## src/rtl/tcce_pkg.sv

```systemverilog
package tcce_pkg;

    localparam int COLUMNS    = 80;
    localparam int ROWS       = 25;
    localparam int CELL_COUNT = COLUMNS * ROWS;
    localparam int CELL_AW    = $clog2(CELL_COUNT);

    localparam int COL_W  = 7;
    localparam int ROW_W  = 5;
    localparam int BYTE_W = 8;
    localparam int CELL_W = 2 * BYTE_W;

    localparam int TAB_STEP = 8;

    localparam logic [COL_W:0]   COL_LIM = (COL_W + 1)'(COLUMNS);
    localparam logic [ROW_W+1:0] ROW_LIM = (ROW_W + 2)'(ROWS);
    localparam logic [ROW_W-1:0] LAST_ROW = ROW_W'(ROWS - 1);

    localparam logic [CELL_AW-1:0] SCROLL_END = CELL_AW'(CELL_COUNT - COLUMNS);
    localparam logic [CELL_AW-1:0] LAST_CELL  = CELL_AW'(CELL_COUNT - 1);

    localparam logic [BYTE_W-1:0] BLANK_CODE = 8'h20;
    localparam logic [BYTE_W-1:0] RESET_ATTR = 8'h0F;
    localparam logic [BYTE_W-1:0] CH_BS      = 8'h08;
    localparam logic [BYTE_W-1:0] CH_TAB     = 8'h09;
    localparam logic [BYTE_W-1:0] CH_LF      = 8'h0A;
    localparam logic [BYTE_W-1:0] CH_CR      = 8'h0D;

    typedef enum logic [1:0] {
        OP_PUT   = 2'd0,
        OP_CLEAR = 2'd1,
        OP_READ  = 2'd2
    } t_op;

    typedef struct packed {
        logic               wr_en;
        logic [CELL_AW-1:0] wr_addr;
        logic [CELL_W-1:0]  wr_data;
        logic               rd_en;
        logic [CELL_AW-1:0] rd_addr;
    } t_mem_req;

    typedef struct packed {
        logic [COL_W-1:0] col;
        logic [ROW_W-1:0] row;
        logic             wr;
        logic             scroll;
    } t_step;

    function automatic logic [CELL_AW-1:0] cell_addr(input logic [ROW_W-1:0] row,
                                                     input logic [COL_W-1:0] col);
        logic [CELL_AW-1:0] base;
        base = CELL_AW'(row * COLUMNS);
        return base + CELL_AW'(col);
    endfunction

endpackage

```

## src/rtl/tcce_cursor_step.sv

```systemverilog
module tcce_cursor_step (
    input  logic [tcce_pkg::COL_W-1:0]  i_col,
    input  logic [tcce_pkg::ROW_W-1:0]  i_row,
    input  logic [tcce_pkg::BYTE_W-1:0] i_code,
    output tcce_pkg::t_step             o_step
);
    import tcce_pkg::*;

    logic [COL_W:0]   col_ext;
    logic [COL_W:0]   col_next;
    logic [ROW_W+1:0] row_next;
    logic             line_inc;
    logic             wr;

    always_comb begin
        col_ext  = {1'b0, i_col};
        col_next = col_ext;
        line_inc = 1'b0;
        wr       = 1'b0;
        if (i_code == CH_BS) begin
            if (i_col != '0) begin
                col_next = col_ext - (COL_W + 1)'(1);
            end
        end else if (i_code == CH_TAB) begin
            col_next = (col_ext + (COL_W + 1)'(TAB_STEP)) & ~(COL_W + 1)'(TAB_STEP - 1);
        end else if (i_code == CH_CR) begin
            col_next = '0;
        end else if (i_code == CH_LF) begin
            col_next = '0;
            line_inc = 1'b1;
        end else if (i_code >= BLANK_CODE) begin
            wr       = 1'b1;
            col_next = col_ext + (COL_W + 1)'(1);
        end
        if (col_next >= COL_LIM) begin
            col_next = '0;
            line_inc = 1'b1;
        end
        row_next = {2'b00, i_row} + (ROW_W + 2)'(line_inc);

        o_step.col    = col_next[COL_W-1:0];
        o_step.wr     = wr;
        o_step.scroll = (row_next >= ROW_LIM);
        o_step.row    = o_step.scroll ? LAST_ROW : row_next[ROW_W-1:0];
    end

endmodule

```

## config.mk

```make
export PLATFORM = sky130hd
export DESIGN_NAME = tcce_cursor_step
export DESIGN_NICKNAME = d
export VERILOG_FILES = /design/src/rtl/tcce_pkg.sv /design/src/rtl/tcce_cursor_step.sv
export SDC_FILE = /design/constraint.sdc
export NUM_CORES = 1
export LEC_CHECK = 0
export ABC_AREA = 1
export BUFFER_PORTS_ARGS = -buffer_cell sky130_fd_sc_hd__buf_2
export CORE_ASPECT_RATIO = 0.7
export CORE_MARGIN = 2
export CORE_UTILIZATION = 48
export DETAILED_ROUTE_END_ITERATION = 10
export GPL_TIMING_DRIVEN = 0
export PLACE_DENSITY = 0.82
export REMOVE_ABC_BUFFERS = 1
export SYNTH_ARGS = -nofsm -noshare
export SYNTH_HDL_FRONTEND = slang
export SYNTH_SLANG_ARGS = --single-unit
export TNS_END_PERCENT = 5
```

## constraint.sdc

```tcl
create_clock -name vclk -period 3.2
set_clock_uncertainty 0.2 [all_clocks]
set_input_delay 0.48 -clock vclk [all_inputs]
set_output_delay 0.48 -clock vclk [all_outputs]
set_load 0.02 [all_outputs]
```

# --- After elaboration in Yosys (flattened, before gate mapping) ---
# Cells that the tools add are included.
# W data, S select, Z words.
totals:
  in_bits: 20
  elab_cells: 30
  output_inout_bits: 14
  regBits: 0
classes:
  n_eq_ne: 4
  n_addsub: 4
  n_mux: 18
  n_lt_le_gt_ge: 3
  n_reduce_logical: 1
ops:
  columns: ["cell", "count"]
  rows:
  - ["$mux W8", 6]
  - ["$eq A8 B4 Y1 const B", 4]
  - ["$mux W1", 10]
  - ["$add A7 B1 Y8 const B", 1]
  - ["$add A7 B4 Y8 const B", 1]
  - ["$ge A8 B6 Y1 const B", 1]
  - ["$ge A8 B7 Y1 const B", 1]
  - ["$sub A7 B1 Y8 const B", 1]
  - ["$mux W7", 1]
  - ["$reduce_bool A7 Y1", 1]
  - ["$add A5 B1 Y6", 1]
  - ["$ge A6 B5 Y1 const B", 1]
  - ["$mux W5", 1]

# --- Longest topological paths before layout ---
logic_depth:
  ltp_word: 11
  mapped_depth: 21
  ltp_nobuf: 21

# --- Least setup slack after synthesis ---
# Ideal clock, no wire load.
synth_timing:
  path_kind: "input to output"
  from: "input i_col[0] in the netlist's numbering"
  to: "output o_step[2] in the netlist's numbering"
  stages: 19
  n_path_buf: 0
  path_slack_ns: -0.313
  required_ns: 2.520
  t_arrival_ns: 2.833
  path_cell_list: "inv_1 ha_1 nand4_2 nor2_4 nand2_2 clkinv_2 nor2_4 nand2_2 nand2_2 o21bai_4 nand3_1 ha_1 ha_1 xor2_1 inv_1 nand3_1 a31oi_1 inv_1 nor2_1"
synth_lines:
  columns: ["element", "line", "source"]
  rows:
  - ["start: declaration", "tcce_cursor_step.sv:2", "input logic [tcce_pkg::COL_W-1:0] i_col,"]
  - ["end: declaration", "tcce_cursor_step.sv:5", "output tcce_pkg::t_step o_step"]

==> results.json <==
{
  "status": "finished, violations left",
  "violations": "negative setup slack",
  "synth.area.top_cells": "nand2_1 (16%), inv_1 (9.9%), nand2_2 (8.6%)",
  "grt_pass1_vias": 1185,
  "viasPerCell": 6.07,
  "cp-endpoint": "o_step[4]",
  "hpwl_um": 2010,
  "cp-start-kind": "primary input",
  "drive_gt1_share_pct": 56.2,
  "initial_core_util_pct": 51.1,
  "grt_use_met3_pct": 3.47,
  "io_buffers": 34,
  "regArea_um2": 0,
  "synth.avg_cell_area_um2": 5.58,
  "holdBufCountCts": 0,
  "hold_viol": 0,
  "setup_slack_ns": -0.570,
  "placed_cells": 222,
  "num-fill-cells": 110,
  "grt_pass1_wl_um": 5410,
  "power_density_mw_per_mm2": 154,
  "pre_cts_ws_ns": -0.635,
  "use_met2_pct": 59.8,
  "yosysWarnings": 0,
  "slew_violations": 0,
  "path_delay_family": "simple AND/OR/NAND/NOR gates",
  "track_usage_pct": 30.7,
  "busiest_layer": "met2",
  "synth_area_um2": 948,
  "worstSetupPathType": "in -> out",
  "tightest_slew_ns": 0.315,
  "final_core_util_pct": 84.4,
  "synth_top_area_cell": "nand2_1",
  "drt_iter0_markers": 118,
  "synth_top_area_share_pct": 16.2,
  "setup_violations": 6,
  "wirelength_um": 4310,
  "antenna_cells": 0,
  "drtAntennaViolNets": 0,
  "place_congestion": 0.889,
  "seq_cell_count": 0,
  "fin_crit_sh_pct": 118,
  "rows": 13,
  "cp_num_buf_inv": 4,
  "die_area_mm2": 0.00235,
  "crit_start": "i_col[0]",
  "crit_path_max_fanout": 7,
  "leakage_nw": 0.801,
  "overflow": 0,
  "slowest_delay_ns": 0.21,
  "vias": 1462,
  "critPathMostFrequentCell": "nand2_1",
  "dr.pass1.iters": 6,
  "post-route-min-period_ns": 3.77,
  "ios": 34,
  "stdcell_count": 241,
  "synth_seq_area_share_pct": 0,
  "ir_drop_v": 0.000105,
  "timing.critical_path.required_ns": 2.52,
  "syn_inst": 170,
  "cp-end-kind": "output port",
  "syn_to_final_growth_pct": 65.0,
  "synth_most_common_cell": "nand2_1",
  "slew_headroom_pct": 78.8,
  "nClkBuffers": 0,
  "gr-usage-met1_pct": 34.4,
  "cap_violations": 0,
  "critical_path_depth": 21,
  "die_x_um": 57.1,
  "holdCritPathClass": "in -> out",
  "yosys-top-cells-count": "nand2_1 (41), inv_1 (25), nand3_1 (14), nand2_2 (13)",
  "routedWlPerCell_um": 17.9,
  "fin_nets": 247,
  "max_freq_mhz": 265,
  "worstPathArrival_ns": 3.09,
  "worstPathCellList": "buf_8 > ha_4 > nand2_1 > nor2_1 > nand2_1 > nand2_1 > nand2_1 > nand2_1 > nand3_1 > nand2_2 > o21bai_4 > nand3_2 > ha_4 > ha_4 > xor2_1 > inv_1 > nand3_2 > a31oi_4 > inv_4 > nor2_4 > buf_6",
  "slowest_stage": "a31oi_4",
  "core_mm2": 0.00185,
  "grt_antenna_before_repair": 0,
  "die_h_um": 41.2,
  "drc": 0,
  "multi_input_area_um2": 997,
  "grt_max_degree": 10,
  "yosysUniqueCellTypes": 30,
  "rsz0062_at_grt": "true"
}
[final cells by class]
class / count / share of cell area [%]
timing repair buffer: 53 / 25.5
tap: 22 / 1.76
inverter: 34 / 9.03
multi-input combinational: 132 / 63.7
[worst min-delay path by stage]
stage / start / endpoint / cells after the start
after global placement: i_row[3] / o_step[5] / 4
after detailed placement: i_row[3] / o_step[5] / 4
after global routing: i_row[3] / o_step[5] / 4
final: i_row[3] / o_step[5] / 4
after CTS: i_row[3] / o_step[5] / 4
after floorplan: i_code[5] / o_step[1] / 2
[what timing repair did]
action                     in CTS  in global routing
gates resized for setup        49                 26
setup endpoints to repair       6                  6
buffers inserted               18                  1
pin swaps                      21                  9
[cell usage in the layout (no fill, tap or decap), types with 2 or more instances in the layout]
cell type / instances
a21oi_1: 3
buf_12: 2
buf_2: 23
buf_4: 19
buf_6: 7
ha_4: 5
inv_1: 19
inv_2: 10
inv_4: 3
nand2_1: 37
nand2_2: 14
nand2_4: 4
nand3_1: 11
nand3_2: 3
nand4_1: 5
nor2_1: 6
nor2_2: 7
nor2_4: 11
o21ai_0: 5
xor2_1: 5
[metrics by stage]
stage	instance area [um^2]	hold WS [ns]	power [mW]	setup TNS, ns
6_report	1570	1.19	0.240	-3.05
5_1_grt	1570	1.19	0.253	-3.84
4_1_cts	1450	1.16	0.199	-1.02
3_5_place_dp	1110	1.16	0.159	-3.35
3_3_place_gp	1110	1.14	0.154	-2.96
2_1_floorplan	915	0.924	0.105	-0.940
[metal layers]
| metal | wire length [um] | share of wire (%) |
|---|---|---|
| met3 | 435 | 10 |
| met4 | 291 | 6.8 |
| met2 | 2130 | 49 |
| met1 | 1450 | 34 |
| met5 | 0 | 0 |
[power by group]
part	internal (mW)	leakage [nW]	switching, mW	total (mW)
registers	0	0	0	0
clock network	0	0	0	0
logic	0.0950	0.801	0.145	0.240
total	0.0950	0.801	0.145	0.240
[kinds of logic (layout without fill, tap and decap cells)]
family	count (synthesis)	in the layout	share of synthesized area [%]
XOR/XNOR	6	6	5.54
adder cells (fa/ha/maj)	6	6	7.92
AND/OR/NAND/NOR	105	105	58.6
buffers and inverters	38	87	17.3
AO/OA/AOI/OAI	15	15	10.7
Note: power is estimated with default switching activity, not from simulation.
